`config.mk`:
```
export PLATFORM = sky130hd
export DESIGN_NAME = wfc_cfg
export DESIGN_NICKNAME = d
export VERILOG_FILES = /design/src/hdl/waypoint_follow_controller_macros.svh /design/src/hdl/wfc_pkg.sv /design/src/hdl/wfc_cfg.sv
export SDC_FILE = /design/constraint.sdc
export NUM_CORES = 1
export LEC_CHECK = 0
export BUFFER_PORTS_ARGS = -buffer_cell sky130_fd_sc_hd__buf_2
export CORE_UTILIZATION = 49
export DETAILED_ROUTE_END_ITERATION = 8
export HOLD_SLACK_MARGIN = 0.02
export PLACE_DENSITY = 0.8
export SLEW_MARGIN = 30
export SYNTH_ARGS = -nofsm -noshare
export SYNTH_HDL_FRONTEND = slang
export SYNTH_SLANG_ARGS = --single-unit
```
`constraint.sdc`:
```
create_clock -name clock -period 1.45 [get_ports clock]
set_clock_uncertainty 0.05 [all_clocks]
set_input_delay 0.3625 -clock clock [delete_from_list [all_inputs] [get_ports clock]]
set_output_delay 0.3625 -clock clock [all_outputs]
set_load 0.01 [all_outputs]
```
`src/hdl/waypoint_follow_controller_macros.svh`:
```
// Assertion macros shared by the waypoint follower RTL
`ifndef WAYPOINT_FOLLOW_CONTROLLER_MACROS_SVH
`define WAYPOINT_FOLLOW_CONTROLLER_MACROS_SVH
`ifndef SYNTHESIS
// same-cycle implication
`define WFC_ASSERT_IMP(lbl, clk, rst, ante, cons) \
   lbl: assert property (@(posedge clk) disable iff (rst) (ante) |-> (cons)) \
      else $error("assertion failed");
// next-cycle implication
`define WFC_ASSERT_NEXT(lbl, clk, rst, ante, cons) \
   lbl: assert property (@(posedge clk) disable iff (rst) (ante) |=> (cons)) \
      else $error("assertion failed");
`else
`define WFC_ASSERT_IMP(lbl, clk, rst, ante, cons)
`define WFC_ASSERT_NEXT(lbl, clk, rst, ante, cons)
`endif
`endif

```
`src/hdl/wfc_pkg.sv`:
```
// Shared types, constants and tables of the waypoint follower
package wfc_pkg;

   localparam int MAX_POINTS_DEF = 16;
   localparam int FRAC_BITS_DEF  = 16;
   localparam int GAIN_BITS      = 16;
   localparam int ANG_BITS       = 30;
   localparam int CORDIC_ITERS   = 24;
   localparam int SQ_STEPS       = 6;
   localparam int SQRT_STEPS     = 33;
   localparam int NORM_MSB       = 40;
   localparam int CW             = 44;
   localparam int ZW             = 34;
   localparam int CFG_W          = 31;
   localparam int CFG_IDX_W      = 3;
   localparam logic [ZW-1:0] PI_Q30 = 34'd3373259426;

   localparam logic [30:0] ARRIVE_RADIUS_RST = 31'd6554;
   localparam logic [16:0] SPEED_GAIN_RST    = 17'd13107;
   localparam logic [16:0] TURN_GAIN_RST     = 17'd6554;

   typedef enum logic [CFG_IDX_W-1:0] {
      REG_ENABLE        = 3'd0,
      REG_ARRIVE_RADIUS = 3'd1,
      REG_PATH_LENGTH   = 3'd2,
      REG_SPEED_GAIN    = 3'd3,
      REG_TURN_GAIN     = 3'd4
   } reg_index_type;

   typedef enum logic [1:0] {
      ST_DRIVE    = 2'd0,
      ST_COMPLETE = 2'd1,
      ST_EMPTY    = 2'd2,
      ST_DISABLED = 2'd3
   } status_type;

   typedef enum logic [3:0] {
      DP_NOP, DP_WRITE, DP_LOAD, DP_READ, DP_DIFF, DP_SQ, DP_SQRT,
      DP_NORM, DP_CORDIC, DP_ANG, DP_CMD
   } dp_op_type;

   typedef struct packed {
      dp_op_type  op;
      logic [5:0] step;
   } dp_cmd_type;

   typedef struct packed {
      logic        dist_lt;
      logic        norm_done;
      logic [30:0] lin;
      logic [31:0] ang;
   } dp_stat_type;

   typedef struct packed {
      logic        enable;
      logic [30:0] arrive_radius;
      logic [4:0]  path_length;
      logic [16:0] speed_gain;
      logic [16:0] turn_gain;
   } cfg_type;

   // floored Q30 arctangent of 2^-i
   function automatic logic [30:0] atan_q30(input logic [4:0] i);
      logic [30:0] v;
      case (i)
         5'd0:  v = 31'h3243F6A8;
         5'd1:  v = 31'h1DAC6705;
         5'd2:  v = 31'h0FADBAFC;
         5'd3:  v = 31'h07F56EA6;
         5'd4:  v = 31'h03FEAB76;
         5'd5:  v = 31'h01FFD55B;
         5'd6:  v = 31'h00FFFAAA;
         5'd7:  v = 31'h007FFF55;
         5'd8:  v = 31'h003FFFEA;
         5'd9:  v = 31'h001FFFFD;
         5'd10: v = 31'h000FFFFF;
         5'd11: v = 31'h0007FFFF;
         5'd12: v = 31'h0003FFFF;
         5'd13: v = 31'h0001FFFF;
         5'd14: v = 31'h0000FFFF;
         5'd15: v = 31'h00007FFF;
         5'd16: v = 31'h00003FFF;
         5'd17: v = 31'h00001FFF;
         5'd18: v = 31'h00000FFF;
         5'd19: v = 31'h000007FF;
         5'd20: v = 31'h000003FF;
         5'd21: v = 31'h000001FF;
         5'd22: v = 31'h000000FF;
         5'd23: v = 31'h0000007F;
         default: v = '0;
      endcase
      return v;
   endfunction

endpackage

```
`src/hdl/wfc_cfg.sv`:
```
// Configuration register file of the waypoint follower
module wfc_cfg
   import wfc_pkg::*;
(
   input  logic                 clock,
   input  logic                 reset,
   input  logic                 csr_we,
   input  logic [CFG_IDX_W-1:0] csr_index,
   input  logic [CFG_W-1:0]     csr_wdata,
   output cfg_type              cfg,
   output logic                 restart
);

   cfg_type cfg_ff;

   always_ff @(posedge clock) begin
      if (reset) begin
         cfg_ff.enable        <= 1'b0;
         cfg_ff.arrive_radius <= ARRIVE_RADIUS_RST;
         cfg_ff.path_length   <= 5'd0;
         cfg_ff.speed_gain    <= SPEED_GAIN_RST;
         cfg_ff.turn_gain     <= TURN_GAIN_RST;
      end else if (csr_we) begin
         case (csr_index)
            REG_ENABLE:        cfg_ff.enable        <= csr_wdata[0];
            REG_ARRIVE_RADIUS: cfg_ff.arrive_radius <= csr_wdata[30:0];
            REG_PATH_LENGTH:   cfg_ff.path_length   <= csr_wdata[4:0];
            REG_SPEED_GAIN:    cfg_ff.speed_gain    <= csr_wdata[16:0];
            REG_TURN_GAIN:     cfg_ff.turn_gain     <= csr_wdata[16:0];
            default:           cfg_ff.enable        <= cfg_ff.enable;
         endcase
      end
   end

   assign cfg     = cfg_ff;
   // a new path length restarts the path at its first waypoint
   assign restart = csr_we && (csr_index == REG_PATH_LENGTH);

endmodule

```
-- Yosys cells after proc, flatten, opt, wreduce, memory -nomap -nowiden
Cells that the tools add are included.
- add/sub/neg operators: 0
- $mul: 0
- div/mod/pow operators: 0
- order comparisons: 0
- equal/unequal tests: 4
- shifts and indexed selects: 0
- multiplexer cells: 0
- bitwise gates (word level): 0
- reductions and logical operators: 7
- operator list (kind ; number):
    2-bit AND reduction ; 5
    3-bit by 2-bit == test with 1-bit output (second input constant) ; 2
    3-bit by 1-bit == test with 1-bit output (second input constant) ; 1
    3-bit == test (second input constant) ; 1
    3-bit logical NOT ; 1
    1-bit logical AND ; 1
- flip-flop bits (word level): 71
- latch bits: 0
- RAM bits: 0
- memory bits (read-only): 0
- output and inout port bits: 72
- logic and storage cells: 16
- memories kept: 0

-- Longest topological paths before layout
Gate-level depths: netlist of the first run.
- word-level depth: 2
- depth in mapped cells: 5

-- Least setup slack after synthesis of the first run
Ideal clock, no wire load.
- path type: input -> output
- from: in csr_index[2]
- to: out restart
- arrival: 0.788 ns
- data required time: 1.038 ns
- setup slack: 0.250 ns
- stages on the path: 2
- path through: nand4bb_1 > inv_2
- cells in the longest elaborated chain, start to end: 2
- RTL lines (what ; line ; source):
    start: declaration ; wfc_cfg.sv:8 ; input logic [CFG_IDX_W-1:0] csr_index,
    3-bit by 2-bit == test with 1-bit output ; wfc_cfg.sv:37 ; assign restart = csr_we && (csr_index == REG_PATH_LENGTH);
    1-bit logical AND ; wfc_cfg.sv:37 ;
    end: declaration ; wfc_cfg.sv:11 ; output logic restart
Every way passes these cells.

-- Worst setup path in the final report of the first run
Ends and elaborated chain as after synthesis.

==> results.json, run 1 <==
{
  "initial_core_util_pct": 51.9,
  "total_power_mw": 3.70,
  "hold_class": "in -> reg",
  "layout_common_cells": "buf_2 (108), nand2b_1 (78), mux2i_1 (71), dfxtp_1 (71), nor2_1 (33)",
  "yosysSeqAreaShare_pct": 48.5,
  "drive_gt1_share_pct": 33.9,
  "grt_util_all_layers_pct": 20.9,
  "ios": 109,
  "whs_path_depth": 3,
  "cts_max_level": 3,
  "cts_tree": "done",
  "leakage_nw": 1.77,
  "io_buffer_count": 108,
  "yosysTopAreaCell": "dfxtp_1",
  "crit_required_ns": 1.04,
  "grt_pass1_vias": 2127,
  "ys_seq_elements": 71,
  "viasPerCell": 4.82,
  "critical_path_class": "in -> out",
  "mostFrequentLayoutCell": "buf_2",
  "grt_antenna_before_repair": 0,
  "post-cts-setup-buffer-count": 0,
  "slowest_delay_ns": 0.23,
  "drt_iter0_drc": 69,
  "overflow": 0,
  "placementRows": 27,
  "path_clk_slew_ns": 0.07,
  "start_kind": "input port",
  "cts_sinks": 71,
  "numCtsBuffers": 9,
  "synth.avg_cell_area_um2": 10.5,
  "dp_hpwl_um": 4360,
  "finalMaxSlewViolations": 0,
  "critPathBufInv": 3,
  "grt_max_degree": 49,
  "status": "complete, no violations",
  "r2r-end": "cfg[46]$_SDFFE_PP1P_",
  "slowest_stage": "nand4bb_1",
  "slew_headroom_pct": 71.9,
  "dr.pass1.iters": 4,
  "rsz0062_at_grt": "false",
  "r2r_cells": 2,
  "critPathMaxFanout": 6,
  "period_share_pct": 93.7,
  "synth.area.top_cells": "dfxtp_1 (49%), mux2i_1 (24%), nand2b_1 (17%)",
  "max_cap_viol_count": 0,
  "via_count": 2235,
  "routed_wl_um": 6150,
  "setup-tns-final_ns": 0,
  "grt_pass1_wl_um": 9890,
  "ant_nets": 0,
  "nets": 425,
  "diodes": 0,
  "syn-num-nets": 317,
  "ctsResizeCount": 0,
  "cp.arrival_ns": 0.95,
  "critPathCaptureType": "output port",
  "synth_top_area_share_pct": 48.5,
  "max_freq_ghz": 0.736,
  "root_buffer": "clkbuf_8",
  "largest_register_ff_count": 71,
  "hold_end": "cfg[65]$_SDFFE_PP0P_",
  "r2r_slack_ns": 0.75,
  "dieWidth_um": 79.3,
  "finalSetupViolCount": 0,
  "worstPathCellList": "buf_2, nand4bb_1, inv_2, buf_2",
  "drcViolationCount": 0,
  "gp_congestion": 0.692,
  "final_cells": 464,
  "final_area_mm2": 0.00372,
  "path_common_cell": "buf_2",
  "path_delay_family": "buffers and inverters",
  "placed_area_mm2": 0.00356,
  "yosysWarnings": 0,
  "synth_cell_types": 14,
  "tightest_slew_ns": 0.421,
  "dieArea_mm2": 0.00629,
  "cts_max_path_buffers": 2,
  "powerDensity_mw_per_mm2": 994,
  "synth_area_mm2": 0.00293,
  "min_from": "csr_wdata[26]",
  "core_area_mm2": 0.00564,
  "finalHoldViolations": 0,
  "die_y_um": 79.3,
  "ir_worst_vdd_v": 0.000544,
  "syn-instance-count": 280,
  "timing.rr.start": "cfg[46]$_SDFFE_PP1P_",
  "ctsHoldBuffers": 0,
  "dp_cells": 449,
  "layout-area-overhead-vs-synth_pct": 27.1,
  "clk_latency_ns": 0.33,
  "fin_util_pct": 66.0,
  "min_period_ns": 1.36,
  "wl_per_cell_um": 13.2
}
[cell usage after synthesis]
cell       instances
buf_4              1
nor4b_1            1
nor2_1            33
and4b_1            1
buf_2              8
dfxtp_1           71
mux2i_1           71
inv_2              1
and4bb_1           1
buf_6              4
nand4bb_1          2
nand2b_1          78
clkbuf_1           7
nand4b_1           1
[power breakdown]
group | internal (mW) | switching (mW)
clock network | 0.649 | 0.695
registers | 1.99 | 0.0223
logic | 0.171 | 0.167
total | 2.81 | 0.885
[per-layer routing]
metal	global-route usage (%)	wire length [µm]	share of wire, %	up-vias
met5	0	0	0	-
met4	11.5	128	2.1	0
met3	5.63	392	6.4	10
met2	32.7	2790	45	75
met1	25.9	2840	46	1016
li1	-	-	-	1134
[worst max-delay path by stage]
stage | end | startpoint | depth (start not counted) | slack, ns
finish | restart | csr_index[2] | 4 | 0.09
global route | restart | csr_index[2] | 4 | 0.07
CTS | restart | csr_index[2] | 4 | 0.09
detailed placement | cfg[46]$_SDFFE_PP1P_ | csr_index[1] | 4 | 0.05
global placement | cfg[49]$_SDFFE_PP0P_ | csr_index[2] | 4 | 0.09
floorplan | restart | csr_index[2] | 2 | 0.25
[layout make-up]
class	instances	area (µm²)
multi-input cells	188	1390
inverters	1	3.75
clock buffers	11	141
flip-flops and latches	71	1420
fillers	474	1920
repair buffers	117	658
clock inverters	4	22.5
well taps	72	90.1
[cell families after synthesis]
| family | count (synthesis) | share of synthesized area, % |
|---|---|---|
| buf+inv | 21 | 4.19 |
| flops | 71 | 48.5 |
| mux | 71 | 24.3 |
| simple gates | 117 | 23.0 |
[through the flow]
step	setup slack, ns	hold WS [ns]
6_report	0.0906	0.233
3_3_place_gp	0.0938	0.405
4_1_cts	0.0904	0.219
5_1_grt	0.0659	0.236
3_5_place_dp	0.0493	0.411
2_1_floorplan	0.250	0.443
[worst register-to-register path, cell delays in order (launching register included)]
cell,delay [ns]
dfxtp_1,0.35
nor2_1,0.06
mux2i_1,0.16
No activity file was read; power rests on OpenSTA's default activity.
==> inputs of run 2 (changes only) <==
--- a/config.mk
+++ b/config.mk
@@ -5,7 +5,7 @@
 export SDC_FILE = /design/constraint.sdc
 export NUM_CORES = 1
 export LEC_CHECK = 0
-export BUFFER_PORTS_ARGS = -buffer_cell sky130_fd_sc_hd__buf_2
+export BUFFER_PORTS_ARGS = -buffer_cell sky130_fd_sc_hd__clkbuf_2
 export CORE_UTILIZATION = 49
 export DETAILED_ROUTE_END_ITERATION = 8
 export HOLD_SLACK_MARGIN = 0.02
==> results.json, run 2 (same netlist as run 1, synthesis figures left out) <==
{
  "status": "complete, no violations",
  "total_power_mw": 3.85,
  "r2r-end": "cfg[31]$_SDFFE_PP0P_",
  "cts_max_level": 3,
  "overflow": 0,
  "dp_hpwl_um": 4180,
  "path_clk_slew_ns": 0.08,
  "finalHoldViolations": 0,
  "grt_antenna_before_repair": 0,
  "ir_worst_vdd_v": 0.000532,
  "cp.arrival_ns": 0.95,
  "layout-area-overhead-vs-synth_pct": 29.6,
  "rsz0062_at_grt": "false",
  "timing.rr.start": "cfg[31]$_SDFFE_PP0P_",
  "drive_gt1_share_pct": 34.5,
  "holdWs_ns": 0.210,
  "grt_max_degree": 70,
  "ant_nets": 0,
  "worstPathCellList": "clkbuf_2, nand4bb_1, inv_2, clkbuf_2",
  "cts_tree": "done",
  "tightest_slew_ns": 0.333,
  "grt_pass1_vias": 2093,
  "drt_iter0_drc": 71,
  "critPathBufInv": 3,
  "cp-endpoint": "restart",
  "critPathMaxFanout": 6,
  "via_count": 2243,
  "period_share_pct": 94.2,
  "final_cells": 466,
  "nets": 426,
  "final_area_mm2": 0.00380,
  "initial_core_util_pct": 51.9,
  "slowest_stage": "nand4bb_1",
  "wl_per_cell_um": 12.7,
  "viasPerCell": 4.81,
  "slew_headroom_pct": 77.5,
  "numCtsBuffers": 9,
  "io_buffer_count": 108,
  "path_common_cell": "clkbuf_2",
  "min_period_ns": 1.37,
  "cts_max_path_buffers": 2,
  "finalSetupViolCount": 0,
  "dieWidth_um": 79.3,
  "dp_cells": 450,
  "cts_sinks": 71,
  "placementRows": 27,
  "ios": 109,
  "r2r_slack_ns": 0.75,
  "slowest_delay_ns": 0.25,
  "cp.depth": 4,
  "mostFrequentLayoutCell": "clkbuf_2",
  "setup-tns-final_ns": 0,
  "leakage_nw": 1.79,
  "start_kind": "input port",
  "setup_ws_ns": 0.0845,
  "ctsResizeCount": 0,
  "grt_pass1_wl_um": 9630,
  "finalMaxSlewViolations": 0,
  "core_area_mm2": 0.00564,
  "largest_register_ff_count": 71,
  "fillers": 452,
  "die_y_um": 79.3,
  "clk_latency_ns": 0.33,
  "powerDensity_mw_per_mm2": 1010,
  "path_delay_family": "buffers and inverters",
  "drcViolationCount": 0,
  "r2r_cells": 2,
  "diodes": 0,
  "layout_common_cells": "clkbuf_2 (108), nand2b_1 (78), mux2i_1 (71), dfxtp_1 (71), nor2_1 (33)",
  "fin_util_pct": 67.3,
  "grt_util_all_layers_pct": 20.0,
  "max_cap_viol_count": 0,
  "crit_required_ns": 1.04,
  "dr.pass1.iters": 4,
  "root_buffer": "clkbuf_8",
  "dieArea_mm2": 0.00629,
  "gp_congestion": 0.718,
  "max_freq_ghz": 0.732,
  "pre_cts_slack_ns": 0.0596,
  "routed_wl_um": 5930,
  "placed_area_mm2": 0.00360,
  "post-cts-setup-buffer-count": 0,
  "critPathCaptureType": "output port",
  "crit_start": "csr_index[2]",
  "critical_path_class": "in -> out",
  "hold_class": "in -> reg",
  "ctsHoldBuffers": 0
}
==> run 2: changes by cell type in the layout (fill, tap and decap cells not counted) <==
cell | before | now
clkinvlp_4 | 1 | 2
clkbuf_8 | 10 | 12
buf_2 | 108 | 0
clkinv_2 | 3 | 1
buf_12 | 4 | 7
clkbuf_1 | 1 | 0
clkbuf_2 | 0 | 108
buf_4 | 5 | 3
clkinv_4 | 0 | 1
==> run 2: cell type report <==
type	instances	area, µm²	share of cell area [%]
Inverter	1	3.75	0.0988
Multi-Input combinational cell	188	1390	36.5
Timing Repair Buffer	118	703	18.5
Clock buffer	12	165	4.35
Clock inverter	4	28.8	0.758
Sequential cell	71	1420	37.4
Tap cell	72	90.1	2.37
==> run 2: metal layers <==
layer / share of wire [%] / vias to the layer above / track usage [%]
met5: 0 / - / 0
met4: 1.6 / 0 / 9.27
met3: 6.7 / 8 / 5.63
met2: 45 / 75 / 31.9
met1: 47 / 1024 / 25.0
li1: - / 1136 / -
==> run 2: worst min-delay path by stage <==
stage	start	end	slack (ns)	cells after the start
CTS	csr_wdata[17]	cfg[56]$_SDFFE_PP0P_	0.20	3
global placement	cfg[59]$_SDFFE_PP0P_	cfg[59]$_SDFFE_PP0P_	0.41	2
finish	csr_wdata[17]	cfg[56]$_SDFFE_PP0P_	0.21	3
floorplan	cfg[24]$_SDFFE_PP0P_	cfg[24]$_SDFFE_PP0P_	0.44	2
global route	csr_wdata[28]	cfg[67]$_SDFFE_PP0P_	0.20	3
detailed placement	cfg[59]$_SDFFE_PP0P_	cfg[59]$_SDFFE_PP0P_	0.41	2
==> run 2: power by group <==
group / total, mW / switching, mW / internal (mW)
registers: 2.02 / 0.0229 / 1.99
logic: 0.345 / 0.167 / 0.178
clock network: 1.49 / 0.728 / 0.761
total: 3.85 / 0.917 / 2.93
==> run 2: worst register-to-register path: stages (launching register included) <==
cell and delay [ns]:
dfxtp_1 0.35, nand2b_1 0.06, mux2i_1 0.16
==> inputs of run 3 (changes only) <==
--- a/config.mk
+++ b/config.mk
@@ -7,6 +7,7 @@
 export LEC_CHECK = 0
 export BUFFER_PORTS_ARGS = -buffer_cell sky130_fd_sc_hd__clkbuf_2
 export CORE_UTILIZATION = 49
+export CTS_BUF_LIST = sky130_fd_sc_hd__clkbuf_16
 export DETAILED_ROUTE_END_ITERATION = 8
 export HOLD_SLACK_MARGIN = 0.02
 export PLACE_DENSITY = 0.8
==> results.json, run 3 (same netlist as run 1, synthesis figures left out) <==
{
  "rsz0062_at_grt": "false",
  "grt_max_degree": 70,
  "dp_cells": 450,
  "ios": 109,
  "dr.pass1.iters": 4,
  "largest_register_ff_count": 71,
  "r2r_cells": 2,
  "dieWidth_um": 79.3,
  "ant_nets": 0,
  "root_buffer": "clkbuf_16",
  "status": "complete, no violations",
  "ctsHoldBuffers": 0,
  "cts_max_path_buffers": 2,
  "initial_core_util_pct": 51.9,
  "critPathMaxFanout": 6,
  "setup-tns-final_ns": 0,
  "routed_wl_um": 5880,
  "layout-area-overhead-vs-synth_pct": 32.1,
  "grt_pass1_vias": 2140,
  "numCtsBuffers": 9,
  "mostFrequentLayoutCell": "clkbuf_2",
  "critical_path_class": "in -> out",
  "fin_util_pct": 68.6,
  "ctsResizeCount": 0,
  "grt_pass1_wl_um": 9610,
  "nets": 426,
  "slowest_delay_ns": 0.25,
  "cts_sinks": 71,
  "core_area_mm2": 0.00564,
  "dp_hpwl_um": 4180,
  "finalMaxSlewViolations": 0,
  "period_share_pct": 94.3,
  "hold_class": "in -> reg",
  "cp.arrival_ns": 0.96,
  "finalHoldViolations": 0,
  "slowest_stage": "nand4bb_1",
  "drive_gt1_share_pct": 33.8,
  "drcViolationCount": 0,
  "io_buffer_count": 108,
  "min_period_ns": 1.37,
  "critPathBufInv": 3,
  "tightest_slew_ns": 0.334,
  "drt_iter0_drc": 63,
  "crit_required_ns": 1.04,
  "dieArea_mm2": 0.00629,
  "start_kind": "input port",
  "powerDensity_mw_per_mm2": 1100,
  "max_freq_ghz": 0.731,
  "holdWs_ns": 0.231,
  "final_area_mm2": 0.00387,
  "placementRows": 27,
  "cp.depth": 4,
  "finalSetupViolCount": 0,
  "die_y_um": 79.3,
  "wl_per_cell_um": 12.6,
  "post-cts-setup-buffer-count": 0,
  "slew_headroom_pct": 77.5,
  "overflow": 0,
  "path_clk_slew_ns": 0.06,
  "cts_max_level": 3,
  "diodes": 0,
  "grt_util_all_layers_pct": 19.9,
  "critPathCaptureType": "output port",
  "cts_tree": "done",
  "final_cells": 466,
  "leakage_nw": 1.82,
  "layout_common_cells": "clkbuf_2 (108), nand2b_1 (78), mux2i_1 (71), dfxtp_1 (71), nor2_1 (33)",
  "viasPerCell": 4.82,
  "placed_area_mm2": 0.00360,
  "clk_latency_ns": 0.31,
  "worstPathCellList": "clkbuf_2, nand4bb_1, inv_2, clkbuf_2",
  "gp_congestion": 0.718,
  "grt_antenna_before_repair": 0,
  "via_count": 2247,
  "whs_path_depth": 3,
  "max_cap_viol_count": 0,
  "ir_worst_vdd_v": 0.000875,
  "fillers": 443,
  "path_common_cell": "clkbuf_2",
  "path_delay_family": "buffers and inverters"
}
run 3: power by group:
group / internal (mW) / switching [mW]
Clock: 1.14 / 0.772
Combinational: 0.178 / 0.167
Sequential: 2.00 / 0.0228
Total: 3.31 / 0.962
run 3: worst register-to-register path: cells and delay by family (launching register included):
family / cells / cell delay [ns]
simple gates: 1 / 0.06
mux: 1 / 0.14
flops: 1 / 0.34
run 3: final cells by class:
class,instances,area [µm²],area share (%)
repair buffers,118,703,18.2
multi-input cells,188,1390,35.8
flip-flops and latches,71,1420,36.7
well taps,72,90.1,2.33
clock buffers,9,225,5.82
inverters,1,3.75,0.0970
clock inverters,7,40.0,1.03
run 3: per-stage QoR:
stage          power, mW  worst slack (ns)
6_report            4.27            0.0825
5_1_grt             4.45            0.0234
4_1_cts             4.33            0.0867
3_5_place_dp        2.41            0.0596
3_3_place_gp        2.40            0.0952
2_1_floorplan       2.26             0.250
run 3: per-layer routing:
metal | track usage [%] | wire [µm]
met4 | 8.18 | 60
met5 | 0 | 0
met1 | 24.2 | 2720
met2 | 32.9 | 2710
met3 | 5.52 | 387
run 3: worst paths after layout:
path	from	slack [ns]	to
max reg2reg	cfg[66]$_SDFFE_PP0P_	0.78	cfg[66]$_SDFFE_PP0P_
min	csr_wdata[17]	0.23	cfg[56]$_SDFFE_PP0P_
min reg2reg	cfg[54]$_SDFFE_PP0P_	0.42	cfg[54]$_SDFFE_PP0P_
max	csr_index[2]	0.08	restart
