`src/hdl/waypoint_follow_controller_macros.svh`:
```
// Assertion macros shared by the waypoint follower RTL
`ifndef WAYPOINT_FOLLOW_CONTROLLER_MACROS_SVH
`define WAYPOINT_FOLLOW_CONTROLLER_MACROS_SVH
`ifndef SYNTHESIS
// same-cycle implication
`define WFC_ASSERT_IMP(lbl, clk, rst, ante, cons) \
   lbl: assert property (@(posedge clk) disable iff (rst) (ante) |-> (cons)) \
      else $error("assertion failed");
// next-cycle implication
`define WFC_ASSERT_NEXT(lbl, clk, rst, ante, cons) \
   lbl: assert property (@(posedge clk) disable iff (rst) (ante) |=> (cons)) \
      else $error("assertion failed");
`else
`define WFC_ASSERT_IMP(lbl, clk, rst, ante, cons)
`define WFC_ASSERT_NEXT(lbl, clk, rst, ante, cons)
`endif
`endif

```
`src/hdl/wfc_pkg.sv`:
```
// Shared types, constants and tables of the waypoint follower
package wfc_pkg;

   localparam int MAX_POINTS_DEF = 16;
   localparam int FRAC_BITS_DEF  = 16;
   localparam int GAIN_BITS      = 16;
   localparam int ANG_BITS       = 30;
   localparam int CORDIC_ITERS   = 24;
   localparam int SQ_STEPS       = 6;
   localparam int SQRT_STEPS     = 33;
   localparam int NORM_MSB       = 40;
   localparam int CW             = 44;
   localparam int ZW             = 34;
   localparam int CFG_W          = 31;
   localparam int CFG_IDX_W      = 3;
   localparam logic [ZW-1:0] PI_Q30 = 34'd3373259426;

   localparam logic [30:0] ARRIVE_RADIUS_RST = 31'd6554;
   localparam logic [16:0] SPEED_GAIN_RST    = 17'd13107;
   localparam logic [16:0] TURN_GAIN_RST     = 17'd6554;

   typedef enum logic [CFG_IDX_W-1:0] {
      REG_ENABLE        = 3'd0,
      REG_ARRIVE_RADIUS = 3'd1,
      REG_PATH_LENGTH   = 3'd2,
      REG_SPEED_GAIN    = 3'd3,
      REG_TURN_GAIN     = 3'd4
   } reg_index_type;

   typedef enum logic [1:0] {
      ST_DRIVE    = 2'd0,
      ST_COMPLETE = 2'd1,
      ST_EMPTY    = 2'd2,
      ST_DISABLED = 2'd3
   } status_type;

   typedef enum logic [3:0] {
      DP_NOP, DP_WRITE, DP_LOAD, DP_READ, DP_DIFF, DP_SQ, DP_SQRT,
      DP_NORM, DP_CORDIC, DP_ANG, DP_CMD
   } dp_op_type;

   typedef struct packed {
      dp_op_type  op;
      logic [5:0] step;
   } dp_cmd_type;

   typedef struct packed {
      logic        dist_lt;
      logic        norm_done;
      logic [30:0] lin;
      logic [31:0] ang;
   } dp_stat_type;

   typedef struct packed {
      logic        enable;
      logic [30:0] arrive_radius;
      logic [4:0]  path_length;
      logic [16:0] speed_gain;
      logic [16:0] turn_gain;
   } cfg_type;

   // floored Q30 arctangent of 2^-i
   function automatic logic [30:0] atan_q30(input logic [4:0] i);
      logic [30:0] v;
      case (i)
         5'd0:  v = 31'h3243F6A8;
         5'd1:  v = 31'h1DAC6705;
         5'd2:  v = 31'h0FADBAFC;
         5'd3:  v = 31'h07F56EA6;
         5'd4:  v = 31'h03FEAB76;
         5'd5:  v = 31'h01FFD55B;
         5'd6:  v = 31'h00FFFAAA;
         5'd7:  v = 31'h007FFF55;
         5'd8:  v = 31'h003FFFEA;
         5'd9:  v = 31'h001FFFFD;
         5'd10: v = 31'h000FFFFF;
         5'd11: v = 31'h0007FFFF;
         5'd12: v = 31'h0003FFFF;
         5'd13: v = 31'h0001FFFF;
         5'd14: v = 31'h0000FFFF;
         5'd15: v = 31'h00007FFF;
         5'd16: v = 31'h00003FFF;
         5'd17: v = 31'h00001FFF;
         5'd18: v = 31'h00000FFF;
         5'd19: v = 31'h000007FF;
         5'd20: v = 31'h000003FF;
         5'd21: v = 31'h000001FF;
         5'd22: v = 31'h000000FF;
         5'd23: v = 31'h0000007F;
         default: v = '0;
      endcase
      return v;
   endfunction

endpackage

```
`src/hdl/wfc_ctrl.sv`:
```
// Sequencer: item decode, path progress and response register
module wfc_ctrl
   import wfc_pkg::*;
#(
   parameter int MAX_POINTS = MAX_POINTS_DEF
) (
   input  logic                            clock,
   input  logic                            reset,
   input  logic                            req_valid,
   input  logic                            req_kind,
   output logic                            req_ready,
   input  logic                            rsp_ready,
   output logic                            rsp_valid,
   output status_type                      rsp_status,
   output logic [3:0]                      rsp_slot,
   output logic [30:0]                     rsp_lin,
   output logic [31:0]                     rsp_ang,
   input  cfg_type                         cfg,
   input  logic                            restart,
   output dp_cmd_type                      cmd,
   output logic [$clog2(MAX_POINTS+1)-1:0] tgt_idx,
   input  dp_stat_type                     stat
);

   localparam int IW = $clog2(MAX_POINTS+1);

   typedef enum logic [3:0] {
      S_IDLE, S_READ, S_DIFF, S_SQ, S_SQRT, S_CHECK, S_NORM, S_CORDIC,
      S_ANG, S_CMD, S_EMIT
   } state_type;

   state_type   state_ff;
   logic [5:0]  step_ff;
   logic [IW-1:0] tgt_ff;
   logic        fin_ff, pass2_ff, ov_ff;
   status_type  status_ff, ost_ff;
   logic [3:0]  oslot_ff;
   logic [30:0] olin_ff;
   logic [31:0] oang_ff;

   logic [IW-1:0] len, tgt_plus, slot_in;

   always_comb begin
      len      = (32'(cfg.path_length) < MAX_POINTS) ? IW'(cfg.path_length)
                                                     : IW'(MAX_POINTS);
      tgt_plus = tgt_ff + IW'(1);
      if (len == '0)
         slot_in = '0;
      else if (tgt_ff < len)
         slot_in = tgt_ff;
      else
         slot_in = len - IW'(1);
   end

   always_ff @(posedge clock) begin
      if (reset) begin
         state_ff  <= S_IDLE;
         step_ff   <= '0;
         tgt_ff    <= '0;
         fin_ff    <= 1'b0;
         pass2_ff  <= 1'b0;
         ov_ff     <= 1'b0;
         status_ff <= ST_DRIVE;
      end else begin
         case (state_ff)
            S_IDLE: begin
               if (req_valid && !req_kind) begin
                  pass2_ff <= 1'b0;
                  if (!cfg.enable) begin
                     status_ff <= ST_DISABLED;
                     state_ff  <= S_EMIT;
                  end else if (len == '0) begin
                     status_ff <= ST_EMPTY;
                     state_ff  <= S_EMIT;
                  end else if (fin_ff || tgt_ff >= len) begin
                     status_ff <= ST_COMPLETE;
                     state_ff  <= S_EMIT;
                  end else begin
                     state_ff <= S_DIFF;
                  end
               end
            end
            S_READ: state_ff <= S_DIFF;
            S_DIFF: begin
               step_ff  <= '0;
               state_ff <= S_SQ;
            end
            S_SQ: begin
               if (step_ff == 6'(SQ_STEPS - 1)) begin
                  step_ff  <= '0;
                  state_ff <= S_SQRT;
               end else begin
                  step_ff <= step_ff + 6'd1;
               end
            end
            S_SQRT: begin
               if (step_ff == 6'(SQRT_STEPS - 1))
                  state_ff <= S_CHECK;
               else
                  step_ff <= step_ff + 6'd1;
            end
            S_CHECK: begin
               // arrival: advance, then aim at the next waypoint without a second check
               if (!pass2_ff && stat.dist_lt) begin
                  tgt_ff <= tgt_plus;
                  if (tgt_plus >= len) begin
                     fin_ff    <= 1'b1;
                     status_ff <= ST_COMPLETE;
                     state_ff  <= S_EMIT;
                  end else begin
                     pass2_ff <= 1'b1;
                     state_ff <= S_READ;
                  end
               end else begin
                  state_ff <= S_NORM;
               end
            end
            S_NORM: begin
               if (stat.norm_done) begin
                  step_ff  <= '0;
                  state_ff <= S_CORDIC;
               end
            end
            S_CORDIC: begin
               if (step_ff == 6'(CORDIC_ITERS - 1))
                  state_ff <= S_ANG;
               else
                  step_ff <= step_ff + 6'd1;
            end
            S_ANG: state_ff <= S_CMD;
            S_CMD: begin
               status_ff <= ST_DRIVE;
               state_ff  <= S_EMIT;
            end
            S_EMIT: begin
               // hold until the response register is free
               if (!ov_ff || rsp_ready) begin
                  ost_ff   <= status_ff;
                  oslot_ff <= 4'(slot_in);
                  olin_ff  <= (status_ff == ST_DRIVE) ? stat.lin : '0;
                  oang_ff  <= (status_ff == ST_DRIVE) ? stat.ang : '0;
                  state_ff <= S_IDLE;
               end
            end
            default: state_ff <= S_IDLE;
         endcase
         // load a new beat into the response register, or drop the one taken
         if (state_ff == S_EMIT && (!ov_ff || rsp_ready))
            ov_ff <= 1'b1;
         else if (rsp_ready)
            ov_ff <= 1'b0;
         if (restart) begin
            tgt_ff <= '0;
            fin_ff <= 1'b0;
         end
      end
   end

   always_comb begin
      cmd.op   = DP_NOP;
      cmd.step = step_ff;
      case (state_ff)
         S_IDLE:   if (req_valid) cmd.op = req_kind ? DP_WRITE : DP_LOAD;
         S_READ:   cmd.op = DP_READ;
         S_DIFF:   cmd.op = DP_DIFF;
         S_SQ:     cmd.op = DP_SQ;
         S_SQRT:   cmd.op = DP_SQRT;
         S_NORM:   cmd.op = stat.norm_done ? DP_NOP : DP_NORM;
         S_CORDIC: cmd.op = DP_CORDIC;
         S_ANG:    cmd.op = DP_ANG;
         S_CMD:    cmd.op = DP_CMD;
         default:  cmd.op = DP_NOP;
      endcase
   end

   assign req_ready  = (state_ff == S_IDLE);
   assign tgt_idx    = tgt_ff;
   assign rsp_valid  = ov_ff;
   assign rsp_status = ost_ff;
   assign rsp_slot   = oslot_ff;
   assign rsp_lin    = olin_ff;
   assign rsp_ang    = oang_ff;

endmodule

```
`config.mk`:
```
export PLATFORM = sky130hd
export DESIGN_NAME = wfc_ctrl
export DESIGN_NICKNAME = d
export VERILOG_FILES = /design/src/hdl/waypoint_follow_controller_macros.svh /design/src/hdl/wfc_pkg.sv /design/src/hdl/wfc_ctrl.sv
export SDC_FILE = /design/constraint.sdc
export NUM_CORES = 1
export LEC_CHECK = 0
export ABC_AREA = 1
export BUFFER_PORTS_ARGS = -buffer_cell sky130_fd_sc_hd__buf_2
export CORE_MARGIN = 5
export CORE_UTILIZATION = 45
export CTS_CLUSTER_SIZE = 16
export DETAILED_ROUTE_END_ITERATION = 8
export GPL_TIMING_DRIVEN = 0
export PLACE_DENSITY_LB_ADDON = 0.08
export REMOVE_ABC_BUFFERS = 1
export SLEW_MARGIN = 30
export SYNTH_ARGS = -nofsm -noshare
export SYNTH_HDL_FRONTEND = slang
export SYNTH_SLANG_ARGS = --single-unit
```
`constraint.sdc`:
```
create_clock -name clock -period 13.6 [get_ports clock]
set_input_delay 3.4 -clock clock [delete_from_list [all_inputs] [get_ports clock]]
set_output_delay 3.4 -clock clock [all_outputs]
set_load 0.03 [all_outputs]
```
* Yosys cells after proc, flatten, opt, wreduce, memory -nomap -nowiden
Index checks and enable logic that the tools add are counted.
** Storage, ports and cells
- Bits in registers :: 89
- Input port bits :: 142
- Output and inout port bits :: 86
- Word-level logic and storage cells :: 103
** Cells by class
- Add/subtract/negate cells :: 3
- Order comparisons :: 4
- Equality and inequality tests :: 25
- Mux-type cells :: 36
- Bitwise logic cells :: 1
- Reductions and logical operators :: 23
** Operator list (number)
- 2-to-1 mux 4 bit :: 12
- one-hot mux 4 bit (11 select lines) :: 1
- one-hot mux 4 bit (9 select lines) :: 1
- one-hot mux 6 bit (5 select lines) :: 1
- 2-to-1 mux 6 bit :: 4
- != test 2 bit (second input constant) :: 10
- == test 4 x 3 -> 1 bit (second input constant) :: 4
- 2-to-1 mux 2 bit :: 8
- == test 4 bit (second input constant) :: 3
- greater-or-equal comparator 5 bit :: 2
- == test 4 x 2 -> 1 bit (second input constant) :: 2
- AND reduction 4 bit :: 2
- adder 6 x 1 -> 6 bit (second input constant) :: 1
- == test 6 x 3 -> 1 bit (second input constant) :: 1
- == test 6 x 5 -> 1 bit (second input constant) :: 1
- == test 6 bit (second input constant) :: 1
- one-hot mux 2 bit (3 select lines) :: 1
- AND reduction 3 bit :: 2
- AND reduction 6 bit :: 1
- adder 5 x 1 -> 5 bit (second input constant) :: 1
- logical NOT 5 bit :: 1
- less-than comparator 5 bit :: 1
- less-than comparator 5 bit (second input constant) :: 1
- 2-to-1 mux 1 bit :: 5
- 19 further kinds :: 25

* Longest topological paths before layout
Gate-level depths: netlist (run 1).
- Word-level depth :: 9
- Mapped depth :: 15
- Gate-level depth less buffers :: 15

* Worst setup path before layout (run 1)
OpenSTA, ideal clock, no wires.
- Path type :: input port to flip-flop
- From :: in reset
- To :: reg oang_ff[0], in the netlist rsp_ang[0], enable pin
- Library setup time :: 0.667 ns
- Arrival time :: 10.112 ns
- Data required time :: 12.933 ns
- Path slack :: 2.821 ns
- Stages on the path :: 1
- Buffers on the path :: 0
- Path through :: nor4_1
** On the way
- Word-level cells in the longest chain between the ends :: 2
** Ends and longest elaborated chain
- start: declaration :: line wfc_ctrl.sv:8 : input logic reset,
- NOT 1 bit (no source line)
- AND reduction 3 bit (no source line)
- end signal: assignment :: line wfc_ctrl.sv:141 : oang_ff <= (status_ff == ST_DRIVE) ? stat.ang : '0;
- end: declaration :: line wfc_ctrl.sv:39 : logic [31:0] oang_ff;
Every way passes these cells.
A chain may end at the register's enable or synchronous reset.

==> results by group, run 1 <==
Pwr
  • PD cells: 141.8 nW/µm²
  • Leak pwr: 2.677 nW
  • Peak VDD IR: 0.1026 mV

Hold path
  • Worst Min Path Start: status_ff[1]
  • Tightest Hold Check Type: register to register
  • Hold endpoint: rsp_status[1]
  • WHS Path Cells: 0

Global routing
  • All-Layer GR Usage: about 18%
  • First-pass GRT wire length: 16210 µm
  • Antenna violations before repair: 0
  • Total gr overflow: 0
  • Vias in the first global route: 3395
  • Largest net degree at the start of global routing: 64

Floorplan
  • Die height: 107.4 µm
  • Cell Rows: 35
  • Initial Util: 46.22%
  • Core area: 9240 µm²
  • I/O pins: roughly 230
  • Total Die Area: 11540 µm²
  • Die width: 107.4 µm

Layout
  • Ant diodes: 0
  • Area grow syn2layout: 28.13%
  • FILL cells: a little under 900
  • Post-layout util: 59.21%
  • Layout cells sized above 1: roughly a third
  • Final nets: ~800

Placed design
  • Dpl hpwl: 8157 µm
  • Port bufs: 162
  • Gpl congestion: 0.8182

CTS
  • Worst-skew pair later-pin latency: 0.35 ns
  • Hold_buf cts: 0
  • CTS H-tree depth: 3
  • Total setup buffers inserted after CTS: 0
  • # clock sinks: 89
  • CTS buffer count: 9
  • CTS tree: yes
  • Clock Pin Slew Worst Setup and Hold Paths: about 0.080 ns
  • Post_cts resized: 0
  • Clk root buf: clkbuf_8
  • Bufs on Longest Clock Path: 2

STA
  • Clk_skew: 0.01630 ns
  • Final TNS setup: 0 ns
  • Final setup fails: 0
  • RSZ-0062 raised after global routing: no
  • Slew headroom: around 53%
  • Final hold vios: 0
  • Tmin final: 7.572 ns
  • Final slew viol count: 0
  • Slew @ Worst Pin: 0.7011 ns
  • Tcrit/Tclk final: 55.68%
  • Fmax: around 130 MHz

Synthesis
  • Syn Inst Count: 471
  • Sequential-to-total area share from yosys stat: between 50% and 60%
  • Post-synth cell types: 33
  • Syn Std Cell Area: 4270 µm²
  • Warnings, synthesis: 0
  • Synthesis-stage register bit count: ~90
  • Synth Area per Inst: 9.067 µm²

Critical path
  • R2R Setup Slk: 10.79 ns
  • Startpoint types: input port
  • Critical path's slowest cell: nor4_1
  • Worst Path Arrival: 4.17 ns
  • R2r worst-path depth: 8
  • Crit path max fanout: 2
  • Worst Setup End Kind: output port
  • Reg-to-Reg Start: state_ff[1]
  • Reg2reg end: rsp_ang[30]
  • CP required: 10.20 ns
  • CP top delay family: buffers and inverters
  • Kind of critical path: input port to output port
  • Slowest stage delay, CP: 0.25 ns
  • Cell Chain, Critical Path: buf_2 -> inv_1 -> nor4_1 -> inv_1 -> o2111ai_1 -> buf_2
  • Critical path buffer and inverter count: 4

Run
  • Max-Cap Viols: 0

Routing
  • Pre-Repair DR Iteration Count: 4
  • DRT iter0 DRCs: 160
  • DRC: 0
  • Antenna-violating nets left: 0
  • DR WL/cell: 13.18 µm
  • Routed vias/inst: 4.531
  • Total wire length: 10320 µm
  • Vias: 3548

Run status
  • Outcome: complete, no violations
## synthesized netlist by cell type
cell type	instances	area, µm²
nand3b_1	1	7.510
a21oi_1	24	120.1
ha_1	14	175.2
a211oi_1	2	15.01
a21boi_1	1	7.510
a211oi_2	1	12.51
o211ai_2	1	12.51
inv_1	103	386.6
nor2_4	3	33.78
o211ai_1	2	15.01
o21ai_2	1	8.760
clkinv_2	1	5.000
buf_6	1	11.26
o2111ai_1	2	17.52
nor2_2	3	18.77
nand2_1	71	266.5
inv_2	6	22.52
nor2_1	85	319.1
o21ai_1	4	20.02
nor3_1	2	10.01
xor2_1	5	43.79
nand2_2	3	18.77
edfxtp_1	69	2072
a31oi_1	1	6.260
o21ai_0	13	65.06
nand4_1	2	12.51
dfxtp_1	20	400.4
nand2_4	1	11.26
clkbuf_1	7	26.28
nor3_2	3	30.03
and3_1	1	6.260
nand3_1	16	80.08
nor4_1	2	12.51
## cell type report
type                            instances  area [µm²]  area share, %
Clock inverter                          6       50.05         0.9147
Tap cell                              129       161.4          2.950
Multi-Input combinational cell        264        1360          24.86
Timing Repair Buffer                  175       885.9          16.19
Inverter                              110       414.1          7.569
Clock buffer                           10       127.6          2.332
Sequential cell                        89        2472          45.19
## cell usage in the layout, fill, tap and decap left out, types with 4 or more instances in the layout
master / count
buf_2: 171
inv_1: 103
nor2_1: 85
nand2_1: 70
edfxtp_1: 69
a21oi_1: 24
dfxtp_1: 20
nand3_1: 16
ha_1: 14
o21ai_0: 13
clkbuf_8: 9
inv_2: 6
xor2_1: 5
o21ai_1: 4
buf_4: 4
## where the power goes
part / internal (mW) / switching, mW / total [mW]
combinational: 0.0727 / 0.191 / 0.263
sequential: 0.338 / 0.0102 / 0.348
clock: 0.0685 / 0.0961 / 0.165
## worst max-delay path by stage
stage	from	endpoint	slack (ns)	cells past startpoint
after floorplan	reset	rsp_ang[0]	2.82	1
after global placement	reset	rsp_ang[10]	0.13	2
after detailed placement	req_valid	cmd[7]	6.04	6
after CTS	req_valid	cmd[7]	6.03	6
after global routing	req_valid	cmd[7]	5.85	6
final	req_valid	cmd[7]	6.03	6
## per-stage QoR
| stage | area (µm²) | hold slack (ns) | total power [mW] | setup slack [ns] | std cells |
|---|---|---|---|---|---|
| 2_1_floorplan | 4233 | 0.4082 | 0.5463 | 2.821 | 463 |
| 3_3_place_gp | 5205 | 0.4174 | 0.6198 | 0.1349 | 754 |
| 3_5_place_dp | 5294 | 0.4191 | 0.6201 | 6.041 | 767 |
| 4_1_cts | 5472 | 0.4397 | 0.7884 | 6.032 | 783 |
| 5_1_grt | 5472 | 0.4658 | 0.8360 | 5.849 | 783 |
| 6_report | 5472 | 0.4357 | 0.7758 | 6.028 | 783 |
## cell families after synthesis
| kind of cell | after synthesis | share of synthesized area (%) |
|---|---|---|
| AND/OR/NAND/NOR | 193 | 19.37 |
| adder cells (fa/ha/maj) | 14 | 4.102 |
| XOR/XNOR | 5 | 1.025 |
| buffers and inverters | 118 | 10.58 |
| AO/OA/AOI/OAI | 52 | 7.032 |
| flip-flops | 89 | 57.90 |
## sequential cells by signal, summed over array words and instances (netlist names)
| name | count |
|---|---|
| status_ff | 2 |
| rsp_slot | 4 |
| rsp_valid | 1 |
| tgt_idx | 5 |
| state_ff | 4 |
| rsp_ang | 32 |
| pass2_ff | 1 |
| fin_ff | 1 |
| rsp_lin | 31 |
| rsp_status | 2 |
| step_ff | 6 |
## per-layer routing
metal / GRT usage [%] / part of all wire, % / vias to the layer above
met4: 3.787 / 0.84 / 0
met3: 4.079 / 7.4 / 8
met5: 0 / 0 / -
met2: 30.52 / 48 / 119
met1: 22.76 / 44 / 1577
li1: - / - / 1844
Note: power is estimated with default switching activity, not from simulation.
==> inputs of run 2 (changes only) <==
--- a/config.mk
+++ b/config.mk
@@ -5,10 +5,10 @@
 export SDC_FILE = /design/constraint.sdc
 export NUM_CORES = 1
 export LEC_CHECK = 0
-export ABC_AREA = 1
+export ABC_AREA = 0
 export BUFFER_PORTS_ARGS = -buffer_cell sky130_fd_sc_hd__buf_2
 export CORE_MARGIN = 5
-export CORE_UTILIZATION = 45
+export CORE_UTILIZATION = 40
 export CTS_CLUSTER_SIZE = 16
 export DETAILED_ROUTE_END_ITERATION = 8
 export GPL_TIMING_DRIVEN = 0
==> constraint.sdc (replaced) <==
create_clock -name clock -period 6.41 [get_ports clock]
set_input_delay 1.6025 -clock clock [delete_from_list [all_inputs] [get_ports clock]]
set_output_delay 1.6025 -clock clock [all_outputs]
set_load 0.03 [all_outputs]
==> results by group, run 2 <==
Global routing
  • Total gr overflow: 0 (unchanged)
  • First-pass GRT wire length: 15670 µm (-3.3%)
  • Vias in the first global route: 3103 (-8.6%)
  • Largest net degree at the start of global routing: 34 (-47%)
  • Antenna violations before repair: 0 (unchanged)
  • All-Layer GR Usage: 15.61% (-2.1 points)

Pwr
  • PD cells: 279.3 nW/µm² (+97%)
  • Sw frac: 33.84% (-4.4 points)
  • Combinational Power Share: 29.0% (-4.9 points)
  • P_sw: 504.9 µW (+70%)
  • Flop pwr share: 49.0% (+4.1 points)
  • Peak VDD IR: 0.2173 mV (+110%)
  • Clock network fraction of total power: 22.0% (+0.8 points)
  • P_int: 987.2 µW (+110%)
  • Leak pwr: 2.198 nW (-18%)

Synthesis
  • Post-synth top cells: 69 x edfxtp_1, 65 x and2_1, 23 x nand2_1, 23 x nor2_1, 20 x dfxtp_1
  • Syn Std Cell Area: 4153 µm² (-2.8%)
  • Dominant cell type by area after synthesis: edfxtp_1
  • Share of the synthesized area in the top cell type: 49.89% (+1.4 points)
  • Syn Inst Count: 361 (-23%)
  • Top-count cell post-synth: edfxtp_1
  • Ys async rst share: 0% (unchanged)
  • Synth Area per Inst: 11.50 µm² (+27%)
  • Sequential-to-total area share from yosys stat: 59.54% (+1.6 points)
  • Post-synth cell types: 51 (+55%)
  • Post-synth top flop: edfxtp_1
  • Post-synth EDFFs: 69 (unchanged)
  • Synth top area cells: edfxtp_1 50%, and2_1 9.8%, dfxtp_1 9.6%
  • Warnings, synthesis: 0 (unchanged)
  • Synthesis-stage register bit count: 89 (unchanged)

STA
  • Clk_skew: 0.007741 ns (-0.008557 ns)
  • Tmin final: 4.000 ns
  • RSZ-0062 raised after global routing: no
  • Final TNS setup: 0 ns (unchanged)
  • Fmax: roughly 250 MHz
  • Tcrit/Tclk final: 62.40%
  • Slew @ Worst Pin: 0.6541 ns (-0.04701 ns)
  • Slew headroom: 56.34% (+3.5 points)
  • Hold WS: 0.4616 ns (+0.02590 ns)
  • Final slew viol count: 0 (unchanged)
  • Final setup fails: 0 (unchanged)
  • Final hold vios: 0 (unchanged)

Floorplan
  • I/O pins: 228 (unchanged)
  • Initial Util: 40.59% (-5.6 points)
  • Die height: 111.9 µm (+4.2%)
  • Total Die Area: 12520 µm² (+8.5%)
  • Core area: 10230 µm² (+11%)
  • Die width: 111.9 µm (+4.2%)
  • Cell Rows: 37 (+5.7%)

Layout
  • Area grow syn2layout: 28.65%
  • Ant diodes: 0 (unchanged)
  • Layout cells sized above 1: 37.15% (+4.3 points)
  • Commonest non-fill, non-tap cells in the layout: 162 x buf_2, 69 x edfxtp_1, 65 x and2_1
  • Largest register FFs: 32 (unchanged)
  • Fin cells: 669 (-15%)
  • Post-layout util: 52.22% (-7.0 points)
  • Commonest non-fill, non-tap cell in the layout: buf_2
  • Final nets: 684 (-15%)

Routing
  • Metal-1 WL: 4342 µm (-4.4%)
  • Top layer in use: met4
  • Total wire length: 9850 µm (-4.6%)
  • Met2 Wirelength: 4696 µm (-4.8%)
  • DRT iter0 DRCs: 127 (-21%)
  • Vias: 3219 (-9.3%)
  • Routed vias/inst: 4.812 (+6.2%)
  • Antenna-violating nets left: 0 (unchanged)
  • DR WL/cell: 14.72 µm (+12%)
  • Metal3 WL: 655 µm (-14%)
  • DRC: 0 (unchanged)
  • Pre-Repair DR Iteration Count: 5 (+1)

CTS
  • CTS tree: yes
  • Total setup buffers inserted after CTS: 0 (unchanged)
  • Clk root buf: clkbuf_8
  • Bufs on Longest Clock Path: 2 (unchanged)
  • Post_cts resized: 0 (unchanged)
  • CTS H-tree depth: 3 (unchanged)
  • Hold_buf cts: 0 (unchanged)
  • CTS buffer count: 9 (unchanged)
  • Clock Pin Slew Worst Setup and Hold Paths: 0.08 ns (about the same)
  • Worst-skew pair later-pin latency: 0.34 ns (about the same)
  • # clock sinks: 89 (unchanged)

Placed design
  • Gpl congestion: 0.8249 (+0.82%)
  • Cells after DPL: 653 (-15%)
  • Port bufs: 162 (unchanged)
  • Dpl hpwl: 7695 µm (-5.7%)

Critical path
  • CP required: 4.81 ns (-5.39 ns)
  • Crit path max fanout: 4 (+2)
  • Worst Setup End Kind: output port
  • Startpoint types: input port
  • Worst Path Arrival: 2.40 ns (-1.77 ns)
  • Kind of critical path: input port to output port

Hold path
  • Tightest Hold Check Type: register to register

Run
  • Max-Cap Viols: 0 (unchanged)

Run status
  • Outcome: complete, no violations
[run 2: changes by cell type in the layout (fill, tap and decap cells not counted), moves of 9 or more]
cell     delta
inv_1      -88
and2_1     +65
nor2_1     -63
nand2_1    -47
buf_2       -9
nand3_1     -9
[run 2: worst max-delay path, cell delays in order]
cell and delay [ns]:
buf_2 0.11, a21oi_1 0.07, nor3_1 0.16, a21oi_1 0.06, o21ai_0 0.17, buf_2 0.22
[run 2: path summary, 6_finish.rpt]
kind                                  start  slack (ns)     endpoint  depth (start not counted)
worst max-delay path              req_valid        2.41       cmd[6]                          6
worst min-delay path                 fin_ff        0.46       fin_ff                          2
worst max register to register  state_ff[1]        3.72  rsp_ang[21]                          6
worst min register to register       fin_ff        0.46       fin_ff                          2
[run 2: routing by layer]
layer,GRT usage (%),vias to the layer above
met1,19.94,1478
met4,6.083,0
li1,-,1612
met2,25.74,116
met3,3.587,13
met5,0,-
[run 2: logic make-up after synthesis]
logic type | share of synthesized area (%)
adder cells (fa/ha/maj) | 4.218
AND/OR/NAND/NOR | 21.30
flip-flops | 59.54
AO/OA/AOI/OAI | 9.792
XOR/XNOR | 2.320
buffers and inverters | 2.832
[run 2: area by class of cell]
cell class / instances / area (µm²)
clock inverter: 6 / 35.03
inverter: 15 / 56.30
multi-input combinational: 242 / 1575
timing repair buffer: 171 / 905.9
fill: 962 / 4888
clock buffer: 10 / 127.6
sequential: 89 / 2472
tap: 136 / 170.2
[run 2: per-stage QoR]
stage	total power [mW]	cell area (µm²)	worst slack, ns
3_5_place_dp	1.181	5180	2.400
2_1_floorplan	1.032	4091	-0.5800
3_3_place_gp	1.159	5072	-2.677
4_1_cts	1.513	5343	2.388
5_1_grt	1.592	5343	2.298
6_report	1.492	5343	2.410
[run 2: power groups by stage]
| stage | Sequential (mW) | Clock (mW) | Combinational (mW) |
|---|---|---|---|
| global placement | 0.748 | 0 | 0.410 |
| global route | 0.738 | 0.373 | 0.481 |
| floorplan | 0.778 | 0 | 0.254 |
| detailed placement | 0.743 | 0 | 0.437 |
| finish | 0.731 | 0.328 | 0.433 |
| CTS | 0.730 | 0.344 | 0.439 |
==> inputs of run 3 (changes only) <==
--- a/config.mk
+++ b/config.mk
@@ -8,7 +8,7 @@
 export ABC_AREA = 0
 export BUFFER_PORTS_ARGS = -buffer_cell sky130_fd_sc_hd__buf_2
 export CORE_MARGIN = 5
-export CORE_UTILIZATION = 40
+export CORE_UTILIZATION = 45
 export CTS_CLUSTER_SIZE = 16
 export DETAILED_ROUTE_END_ITERATION = 8
 export GPL_TIMING_DRIVEN = 0
==> constraint.sdc (replaced) <==
create_clock -name clock -period 3.8 [get_ports clock]
set_input_delay 0.95 -clock clock [delete_from_list [all_inputs] [get_ports clock]]
set_output_delay 0.95 -clock clock [all_outputs]
set_load 0.03 [all_outputs]
==> results by group, run 3 (synthesized netlist as in run 2, its figures left out) <==
Run status
  • Outcome: complete, no violations

Routing
  • Vias: 3200 (-0.59%)
  • DRC: 0 (unchanged)
  • DRT iter0 DRCs: 87 (-31%)
  • Pre-Repair DR Iteration Count: 4 (-1)
  • Antenna-violating nets left: 0 (unchanged)
  • Total wire length: 9694 µm (-1.6%)
  • Routed vias/inst: 4.969 (+3.3%)
  • DR WL/cell: 15.05 µm (+2.2%)

Pwr
  • P_sw: 862.6 µW (+71%)
  • P_int: 1.737 mW (+76%)
  • Combinational Power Share: 27.9% (-1.1 points)
  • Leak pwr: 2.218 nW (+0.92%)
  • Sw frac: 33.18% (-0.66 points)
  • Clock network fraction of total power: 24.7% (+2.7 points)
  • PD cells: 486.6 nW/µm² (+74%)
  • Peak VDD IR: 0.2755 mV (+27%)
  • Flop pwr share: 47.5% (-1.5 points)

Hold path
  • WHS Path Cells: 2 (unchanged)
  • Worst Min Path Start: fin_ff
  • Tightest Hold Check Type: register to register
  • Hold endpoint: fin_ff

Critical path
  • Crit path max fanout: 9 (+5)
  • Reg-to-Reg Start: state_ff[3]
  • Startpoint types: input port
  • Worst Setup End Kind: register
  • R2r worst-path depth: 6 (unchanged)
  • R2R Setup Slk: 1.08 ns (-2.64 ns)
  • Reg2reg end: rsp_lin[16]
  • Worst Path Arrival: 3.14 ns (+0.74 ns)
  • CP required: 4.03 ns (-0.78 ns)
  • Kind of critical path: input port to register

Global routing
  • Vias in the first global route: 3117 (+0.45%)
  • First-pass GRT wire length: 15530 µm (-0.92%)
  • Total gr overflow: 0 (unchanged)
  • All-Layer GR Usage: 17.22% (+1.6 points)
  • Largest net degree at the start of global routing: 26 (-24%)
  • Antenna violations before repair: 0 (unchanged)

Layout
  • Register area: 2472 µm² (unchanged)
  • Commonest non-fill, non-tap cell in the layout: buf_2
  • Largest register FFs: 32 (unchanged)
  • Multi-input combinational cell area: 1575 µm² (unchanged)
  • Ant diodes: 0 (unchanged)
  • Area grow syn2layout: 28.65% (unchanged)
  • Post-route cell area: 5343 µm² (unchanged)
  • FILL cells: 785 (-18%)
  • Commonest non-fill, non-tap cells in the layout: 162 x buf_2, 69 x edfxtp_1, 65 x and2_1
  • Layout cells sized above 1: 37.71% (+0.56 points)
  • Final nets: 685 (+0.15%)

STA
  • Clk_skew: 0.01316 ns (+0.005424 ns)
  • Worst setup margin: 0.8987 ns (-1.511 ns)
  • Final hold vios: 0 (unchanged)
  • RSZ-0062 raised after global routing: no
  • Tmin final: 2.901 ns
  • Slew @ Worst Pin: 0.7387 ns (+0.08466 ns)
  • Final setup fails: 0 (unchanged)
  • Slew headroom: 50.48% (-5.9 points)
  • Fmax: 344.7 MHz
  • Final slew viol count: 0 (unchanged)
  • Tcrit/Tclk final: roughly 76%

Floorplan
  • Core area: 9109 µm² (-11%)
  • Die width: 106.1 µm (-5.2%)
  • Total Die Area: 11250 µm² (-10%)
  • Cell Rows: 35 (-5.4%)
  • I/O pins: 228 (unchanged)
  • Initial Util: 45.59% (+5.0 points)
  • Die height: 106.1 µm (-5.2%)

Placed design
  • Gpl congestion: 0.8534 (+3.5%)
  • Port bufs: 162 (unchanged)
  • Placement Cell Area: 5151 µm² (-0.56%)
  • Worst slack, placed: 0.5564 ns (-1.843 ns)
  • Dpl hpwl: 7538 µm (-2.0%)

CTS
  • # clock sinks: 89 (unchanged)
  • CTS H-tree depth: 3 (unchanged)
  • Post_cts resized: 0 (unchanged)
  • CTS tree: yes
  • Clock Pin Slew Worst Setup and Hold Paths: 0.08 ns (about the same)
  • Total setup buffers inserted after CTS: 0 (unchanged)
  • Hold_buf cts: 0 (unchanged)
  • Bufs on Longest Clock Path: 2 (unchanged)
  • Clk root buf: clkbuf_8
  • CTS buffer count: 9 (unchanged)
  • Worst-skew pair later-pin latency: 0.35 ns (about the same)

Run
  • Max-Cap Viols: 0 (unchanged)
[run 3: cell types whose count changed in the layout (fill, tap and decap cells not counted)]
cell        change
buf_16          -1
buf_8           +2
bufinv_16       +1
clkbuf_1        -1
clkinv_1        -2
clkinvlp_4      -1
inv_6           +2
[run 3: per-stage QoR]
step	hold slack, ns	util, %	instances	power [mW]	setup TNS, ns
after floorplan	0.4252	-	346	1.740	-175.09
after global placement	0.4399	55.34	619	1.949	-310.84
after detailed placement	0.4463	56.55	629	1.983	0
after CTS	0.4582	58.65	644	2.625	0
after global routing	0.4751	58.65	644	2.748	0
final	0.4582	58.65	644	2.600	0
[run 3: power groups by stage]
stage	registers [mW]	logic, mW	clock network [mW]
floorplan	1.31	0.428	0
global placement	1.26	0.687	0
detailed placement	1.25	0.730	0
CTS	1.23	0.733	0.661
global route	1.24	0.799	0.705
finish	1.23	0.725	0.641
[run 3: layout make-up]
type	instances	area share, %
Sequential cell	89	46.28
Multi-Input combinational cell	242	29.48
Timing Repair Buffer	172	17.00
Tap cell	111	2.600
Clock buffer	9	2.319
Clock inverter	6	1.265
Inverter	15	1.054
[run 3: worst max path at each step]
| stage | start | cells past startpoint | slack (ns) | end |
|---|---|---|---|---|
| floorplan | reset | 1 | -2.54 | rsp_ang[0] |
| global placement | reset | 2 | -4.51 | rsp_ang[1] |
| detailed placement | cfg[38] | 10 | 0.56 | status_ff[0] |
| CTS | cfg[38] | 10 | 0.92 | status_ff[0] |
| global route | state_ff[1] | 4 | 0.76 | cmd[7] |
| finish | cfg[38] | 10 | 0.90 | status_ff[0] |
[run 3: worst max-delay path: stages]
cell	delay, ns
buf_2	0.10
inv_1	0.16
nand2_1	0.16
ha_1	0.32
o21ai_0	0.20
o221ai_2	0.22
or3_4	0.45
a41oi_2	0.27
a21oi_2	0.05
o221a_1	0.24
[run 3: per-layer routing]
layer / global-route usage [%] / wire length, µm
met3: 4.189 / 719
met2: 29.01 / 4685
met1: 22.02 / 4177
met4: 5.180 / 112
met5: 0 / 0
